**src/rtl/chi_pkg.sv**
```systemverilog
// ----------------------------------------------------------------------------
// chi_pkg
// Shared widths, types and helpers of the cubic Hermite interpolator.
// ----------------------------------------------------------------------------
package chi_pkg;

   localparam int DATA_WIDTH = 32;
   localparam int FRAC_BITS  = 16;

   localparam int DW    = DATA_WIDTH;
   localparam int FB    = FRAC_BITS;
   // coefficient / accumulator width, covers the worst Horner intermediate
   localparam int ACC_W = 2 * DW - FB + 6;
   localparam int QW    = DW + 1;      // quotient field width, the bits produced by the rate divider row
   localparam int SW    = FB + 1;      // normalised position, 0..2^FB

   typedef logic signed [DW-1:0]    word_type;
   typedef logic signed [ACC_W-1:0] acc_type;

   typedef struct packed {
      logic [DW-1:0] rem;
      logic [QW-1:0] quot;
   } div_type;

   localparam word_type WORD_MAX = {1'b0, {(DW-1){1'b1}}};
   localparam word_type WORD_MIN = {1'b1, {(DW-1){1'b0}}};

   function automatic word_type sat_acc(input acc_type v);
      acc_type hi;
      acc_type lo;
      hi = acc_type'(WORD_MAX);
      lo = acc_type'(WORD_MIN);
      if (v > hi) begin
         return WORD_MAX;
      end else if (v < lo) begin
         return WORD_MIN;
      end
      return v[DW-1:0];
   endfunction

endpackage

```
**src/rtl/chi_div_cell.sv**
```systemverilog
// ----------------------------------------------------------------------------
// chi_div_cell
// One restoring-division cell: shifts in a dividend bit, yields a quotient bit.
// ----------------------------------------------------------------------------
module chi_div_cell (
   input  logic                       clock,
   input  logic                       en,
   input  chi_pkg::div_type           cur_i,
   input  logic                       bit_i,
   input  logic [chi_pkg::DW-1:0]     div_i,
   output chi_pkg::div_type           nxt_o
);

   logic [chi_pkg::DW:0] shifted;
   logic [chi_pkg::DW:0] diff;
   logic                 ge;
   chi_pkg::div_type     nxt_in;
   chi_pkg::div_type     nxt_ff;

   always_comb begin
      shifted     = {cur_i.rem, bit_i};
      diff        = shifted - {1'b0, div_i};
      ge          = (shifted >= {1'b0, div_i});
      nxt_in.rem  = ge ? diff[chi_pkg::DW-1:0] : shifted[chi_pkg::DW-1:0];
      nxt_in.quot = {cur_i.quot[chi_pkg::QW-2:0], ge};
   end

   always_ff @(posedge clock) begin
      if (en) begin
         nxt_ff <= nxt_in;
      end
   end

   assign nxt_o = nxt_ff;

endmodule

```
**config.mk**
```make
export PLATFORM = sky130hd
export DESIGN_NAME = chi_div_cell
export DESIGN_NICKNAME = d
export VERILOG_FILES = /design/src/rtl/chi_pkg.sv /design/src/rtl/chi_div_cell.sv
export SDC_FILE = /design/constraint.sdc
export NUM_CORES = 1
export LEC_CHECK = 0
export ABC_CLOCK_PERIOD_IN_PS = 7200
export BUFFER_PORTS_ARGS = -buffer_cell sky130_fd_sc_hd__buf_2
export CAP_MARGIN = 20
export CORE_MARGIN = 2
export CORE_UTILIZATION = 39
export CTS_BUF_LIST = sky130_fd_sc_hd__clkbuf_4 sky130_fd_sc_hd__clkbuf_8 sky130_fd_sc_hd__clkbuf_16
export DETAILED_ROUTE_END_ITERATION = 12
export PLACE_DENSITY_LB_ADDON = 0.12
export SLEW_MARGIN = 40
export SYNTH_ARGS = -nofsm -noshare
export SYNTH_HDL_FRONTEND = slang
export SYNTH_SLANG_ARGS = --single-unit
```
**constraint.sdc**
```tcl
create_clock -name clock -period 7.2 [get_ports clock]
set_input_delay 0.72 -clock clock [delete_from_list [all_inputs] [get_ports clock]]
set_output_delay 0.72 -clock clock [all_outputs]
set_load 0.005 [all_outputs]
```
Yosys cells after proc, flatten, opt, wreduce, memory -nomap -nowiden:

Index checks and enable logic that the tools add are counted.

* flip-flop bits (word level): 65
* bits in latches: 0
* memory bits (writable): 0
* memory bits (read-only): 0
* output and inout port bits: 65
* logic and storage cells: 5
* memories: 0

* add/subtract/negate cells: 1
* $mul: 0
* divide/modulo/power cells: 0
* order comparisons: 1
* eq/ne operators: 0
* shifts and indexed selects: 0
* multiplexer cells: 1
* bitwise logic cells: 0
* reductions and logical operators: 0

Operator list (number)
* $ge A33 B32 Y1: 1
* $mux W32: 1
* $sub A32 B32 Y32: 1

Longest topological paths before layout:

Gate-level depths: netlist of run 1.

* depth in word-level cells: 2
* gate-level depth with buffers: 13
* depth with buffers taken out: 11

Worst setup path before layout of run 1:

No wires, ideal clock.

* kind: input to register
* start point: input port div_i[23] (netlist name)
* end point: register nxt_ff, in the netlist nxt_o[37] (data pin)
* library setup time: 0.260 ns
* arrival: 2.812 ns
* required time: 6.940 ns
* slack: 4.128 ns
* stages on the path: 11
* path buffers: 2
* cell sequence: inv_1 ha_1 buf_6 and3_1 o21a_1 a311oi_2 o21ai_1 or3b_1 o21a_1 buf_6 mux2_4

RTL lines
* from (decl): RTL line chi_div_cell.sv:10 `input logic [chi_pkg::DW-1:0] div_i,`
* to (signal assigned): RTL line chi_div_cell.sv:30 `nxt_ff <= nxt_in;`
* to (decl): RTL line chi_div_cell.sv:18 `chi_pkg::div_type nxt_ff;`

==> flow_summary.ini, run 1 <==
[status]
status = completed

[power_and_ir_drop]
ir_drop_mv = 0.0795
netSwitchingFraction_pct = 28.7
switching_power_uw = 329
pwr-share-comb_pct = 27.3
leakage_uw = 0.00251
pwr-share-seq_pct = 42.4
cell_internal_pwr_uw = 816
p_clk_share_pct = 30.3
power_density_nw_per_um2 = 212

[timing]
finalSetupViolations = 0
rsz0062_at_grt = false
fin_setup_tns_ns = 0
clock.fmax_mhz = 278
fin_crit_ns = 3.60
slew_viol_final = 0
tightest_slew_ns = 0.631
hold_violations = 0
period_share_pct = 50.0
hold_ws_ns = 0.547
max-slew-margin-rel_pct = 56.9
finalWorstSetupSlack_ns = 3.60

[route]
drtIter0Drc = 141
wirelength_mm = 10.6
drc = 0
dr_total_vias = 3621
wl_per_cell_um = 14.5
dr.pass1.iters = 4
avgViaCountPerCell = 4.97
ant_nets = 0

[min_path]
whs_path_depth = 1
hold_path.startpoint = cur_i[20]
worst_hold_path.endpoint = nxt_o[21]
hold_path.class = in -> reg

[synthesis]
synthAdderAreaFrac_pct = 9.82
ys_warn_count = 0
ys_seq_elements = 65
synthTopCellsByArea = edfxtp_1, ha_1, a21oi_1
netlist-cell-type-count = 49
synth_xor_area_share_pct = 5.32
synthSimpleGateAreaFrac_pct = 12.2
synth-edff-count = 65
synth_top_family_by_area = compound AO/OA/AOI/OAI gates
synth_cells = 424
syn_area_um2 = 4280
muxShareOfSynthArea_pct = 3.27
syn_avg_cell_area_um2 = 10.1
synthFlopType = edfxtp_1
syn_nets = 557
ys_async_sr_fraction_pct = 0
netlist.area_leader.share_pct = 45.6
yosysSeqAreaShare_pct = 45.6
yosys.area.top_type = edfxtp_1
synth_compound_area_share_pct = 17.1

[worst_setup_path]
path_class = in -> reg
crit_start = cur_i[55]
cp.arrival_ns = 3.70
start_kind = input port
worstPathRequired_ns = 7.30
worstSetupEndpointType = flop
crit_path_max_fanout = 34

[global_routing]
grt_pass1_wl_mm = 16.3
overflow = 0
grt_max_degree = 66
antenna_found_initial = 0
grt_pass1_vias = 3480
grt_use_total_pct = 17.8

[cells_and_area]
layout.nets = 716
seqCellArea_um2 = 1950
largest_reg_flops = 65
n_fill_cell = 1043
multi_input_area_um2 = 2040
design_area_um2 = 5400
diodes = 0
area_delta_synth_final_pct = 26.1
drive_above_1_share_pct = 33.2

[die]
die_y_um = 109
rows = 38
core-area_um2 = 10800
die_area_um2 = 11800
die_width_um = 109
io_pins = 165
initial_utilization_pct = 39.6

[placed_design]
routabilityCongestion = 0.793
io_buffers = 163
dp.final_hpwl_mm = 8.20
postPlaceCellArea_um2 = 5170
dp_slack_ns = 3.27

[clocking]
postCtsSetupBuffers = 0
hold_buffers = 0
htreeDepth = 3
clk_pin_slew_ns = 0.08
cts_resized = 0
numClockSinks = 65
cts_made_buffers = 9
max-clock-path-buffers = 2
cts_root_buf = clkbuf_8
cts_tree = yes

[job]
drv_cap = 0
[through the flow]
| step | utilization (%) | power [uW] | cells |
|---|---|---|---|
| floorplan | - | 695 | 424 |
| global placement | 47.9 | 803 | 712 |
| detailed placement | 47.9 | 807 | 712 |
| CTS | 50.0 | 1160 | 728 |
| global route | 50.0 | 1210 | 728 |
| finish | 50.0 | 1140 | 728 |
[worst max-delay path by stage]
stage | cells after the start | endpoint
floorplan | 11 | nxt_o[37]
global route | 9 | nxt_o[40]
global placement | 9 | nxt_o[40]
detailed placement | 9 | nxt_o[56]
CTS | 9 | nxt_o[40]
finish | 9 | nxt_o[40]
[cells in the final DEF, fill, tap and decap left out, types with 2 or more instances in the layout]
| cell | count |
|---|---|
| buf_2 | 163 |
| edfxtp_1 | 65 |
| a21oi_1 | 54 |
| inv_1 | 46 |
| nor2_1 | 37 |
| ha_1 | 32 |
| nand2_1 | 24 |
| o21ai_0 | 17 |
| xnor2_1 | 16 |
| xor2_1 | 10 |
| clkbuf_8 | 9 |
| nand3_1 | 8 |
| nand4_1 | 8 |
| a21o_1 | 8 |
| mux2_4 | 8 |
| nand2b_1 | 7 |
| o31ai_1 | 7 |
| o21a_1 | 5 |
| o21bai_1 | 5 |
| o21ai_1 | 4 |
| a2111oi_0 | 3 |
| and2_1 | 3 |
| nor3_1 | 3 |
| a211oi_1 | 3 |
| and3_1 | 2 |
| nor4b_1 | 2 |
| a31oi_1 | 2 |
| nor2b_1 | 2 |
| a31o_2 | 2 |
| or2_2 | 2 |
| or3_1 | 2 |
| o211ai_1 | 2 |
| mux2i_1 | 2 |
| nand4b_1 | 2 |
| bufinv_16 | 2 |
[worst max-delay path: stages]
cell and delay, ns:
buf_2 0.11, ha_1 0.40, and3_1 0.34, nand4_1 0.21
nor4b_1 0.46, a21o_1 0.22, o21a_2 0.44, buf_4 0.44
mux2_4 0.33
[cells in the mapped netlist, drive strengths merged, types with 3 or more instances]
cell type / instances
o21ai: 21
nand2b: 7
edfxtp: 65
ha: 32
clkbuf: 6
o21a: 6
nand2: 24
a211oi: 3
buf: 11
mux2: 8
nor3: 3
o31ai: 7
a21o: 8
xor2: 10
a2111oi: 4
and2: 3
o21bai: 5
nor2: 37
nand3: 8
xnor2: 16
inv: 46
a21oi: 55
nand4: 8
[power by group through the flow]
stage | sequential (uW) | clock, uW | combinational, uW
2_1_floorplan | 502 | 0 | 193
3_3_place_gp | 493 | 0 | 310
3_5_place_dp | 494 | 0 | 313
4_1_cts | 486 | 358 | 315
5_1_grt | 490 | 372 | 353
6_report | 485 | 347 | 313
[metal layers]
layer  part of all wire [%]  GRT usage (%)  wire length [um]  vias to the layer above
li1                       -              -                 -                     1854
met1                     45           23.2              4780                     1624
met2                     46           29.1              4850                      130
met3                    7.2           3.47               763                       13
met4                    1.6           7.23               170                        0
met5                      0              0                 0                        -
[final cells by class]
class | instances | share of cell area [%]
inverters | 46 | 3.20
repair buffers | 165 | 15.5
flip-flops and latches | 65 | 36.2
clock buffers | 9 | 2.30
well taps | 140 | 3.25
clock inverters | 7 | 1.74
multi-input cells | 296 | 37.9
[logic make-up after synthesis]
family                     after synthesis
DFF                                     65
muxes                                   10
xor gates and xnor gates                26
buffers and inverters                   63
and+or+nand+nor                        107
AOI/OAI and AO/OA                      120
adders and majority gates               33
(Power assumes the default switching activity.)
==> inputs of run 2 (changes only) <==
Settings changed: ABC_CLOCK_PERIOD_IN_PS 7200 to 3400.
Clock period 7.2 ns to 3.4 ns, I/O delays scaled along.
==> run 2 against run 1 <==
  * Critical path depth is 3 higher
  * Sequential power is 110% higher
  * Sequential cell count stayed put
  * Worst setup slack worse by 3.0 ns
  * Utilization is 0.42 points higher
  * Largest cell class unchanged
  * Final area is 0.83% higher
==> flow_summary.ini, run 2 (synthesized netlist as in run 1, its figures left out) <==
[worst_setup_path]
crit_path_max_fanout = 7
cp_top_family = compound AO/OA/AOI/OAI gates
path_class = in -> reg
critPathSlowestCell = fa_1
cp.arrival_ns = 2.88
start_kind = input port
slowest_delay_ns = 0.40
path_cells = buf_2 > inv_1 > ha_1 > fa_1 > nor2b_1 > o2111ai_1 > a21oi_1 > o31ai_1 > a21oi_2 > a211oi_1 > xnor2_1 > mux2_4
cp_num_buf_inv = 2
worstSetupEndpointType = flop
worstPathRequired_ns = 3.50

[cells_and_area]
mostFrequentLayoutCell = buf_2
layout.nets = 722
area_delta_synth_final_pct = 27.2
seqCellArea_um2 = 1950
design_area_um2 = 5440
drive_above_1_share_pct = 34.0
largest_reg_flops = 65
fin_cells = 735
n_fill_cell = 1021
multi_input_area_um2 = 2040
most-common-layout-cells = buf_2, edfxtp_1, a21oi_1, inv_1, nor2_1

[power_and_ir_drop]
ir_drop_mv = 0.177
power_density_nw_per_um2 = 439
cell_internal_pwr_uw = 1670
finalPower_uw = 2390
leakage_uw = 0.00254
pwr-share-comb_pct = 28.6
p_clk_share_pct = 28.4
switching_power_uw = 715
netSwitchingFraction_pct = 30.0
pwr-share-seq_pct = 43.0

[global_routing]
grt_use_total_pct = 17.8
grt_max_degree = 46
grt_pass1_wl_mm = 16.4
overflow = 0
grt_pass1_vias = 3512
antenna_found_initial = 1

[clocking]
hold_buffers = 0
cts_root_buf = clkbuf_8
cts_made_buffers = 9
cts_tree = yes
max-clock-path-buffers = 2
clk_pin_slew_ns = 0.08
cts_resized = 0
htreeDepth = 3
postCtsSetupBuffers = 0
numClockSinks = 65

[placed_design]
dp.final_hpwl_mm = 8.30
routabilityCongestion = 0.839
postPlaceCellArea_um2 = 5250
io_buffers = 163
dp.cells = 718

[route]
drtIter0Drc = 158
drc = 0
avgViaCountPerCell = 4.92
dr_total_vias = 3618
wirelength_mm = 10.6
dr.pass1.iters = 4
ant_nets = 0
wl_per_cell_um = 14.4

[timing]
fin_setup_tns_ns = 0
period_share_pct = 81.8
clock.fmax_mhz = 360
slew_viol_final = 0
hold_ws_ns = 0.161
max-slew-margin-rel_pct = 62.4
tightest_slew_ns = 0.565
rsz0062_at_grt = false
hold_violations = 0
fin_crit_ns = 2.78
finalSetupViolations = 0

[die]
die_y_um = 109
die_width_um = 109
rows = 38
initial_utilization_pct = 39.6
core-area_um2 = 10800
io_pins = 165
die_area_um2 = 11800

[min_path]
worst_hold_path.endpoint = nxt_o[21]
hold_path.class = in -> reg
hold_path.startpoint = cur_i[20]
whs_path_depth = 1

[status]
status = completed

[job]
drv_cap = 0
-- run 2: changes by cell type in the layout (fill, tap and decap cells not counted) --
cell / previous run / this run
buf_12: 0 / 2
buf_4: 1 / 6
buf_6: 1 / 0
bufinv_16: 2 / 1
clkinv_1: 1 / 0
clkinv_2: 1 / 3
diode_2: 0 / 1
-- run 2: how the worst max path moves through the flow --
stage          startpoint   endpoint  slack [ns]  depth (start not counted)
6_report            bit_i  nxt_o[63]        0.62                         12
5_1_grt         cur_i[54]  nxt_o[63]        0.45                          9
4_1_cts             bit_i  nxt_o[63]        0.62                         12
3_5_place_dp        bit_i  nxt_o[63]        0.28                         12
3_3_place_gp        bit_i  nxt_o[63]        0.31                         12
2_1_floorplan   div_i[23]  nxt_o[37]        0.71                         11
-- run 2: per-layer routing --
layer	global-route usage, %	wire length, um	vias to the layer above
met5	0	0	-
met4	4.67	106	0
met3	5.68	794	9
met2	29.0	4770	123
met1	23.0	4900	1618
li1	-	-	1868
-- run 2: power by group through the flow --
stage / Combinational, uW / Sequential, uW / Clock, uW
final: 683 / 1030 / 677
after global routing: 768 / 1040 / 729
after CTS: 691 / 1030 / 698
after detailed placement: 684 / 1050 / 0
after global placement: 680 / 1040 / 0
after floorplan: 408 / 1060 / 0
-- run 2: metrics by stage --
stage | util [%] | setup slack, ns
finish | 50.4 | 0.618
global route | 50.4 | 0.446
CTS | 50.4 | 0.621
detailed placement | 48.6 | 0.279
global placement | 48.6 | 0.308
floorplan | - | 0.708
-- run 2: layout make-up --
type                            instances  area share [%]
Multi-Input combinational cell        296            37.6
Sequential cell                        65            35.9
Inverter                               46            3.17
Antenna cell                            1          0.0460
Clock buffer                            9            2.28
Clock inverter                          7            1.29
Tap cell                              140            3.22
Timing Repair Buffer                  171            16.6
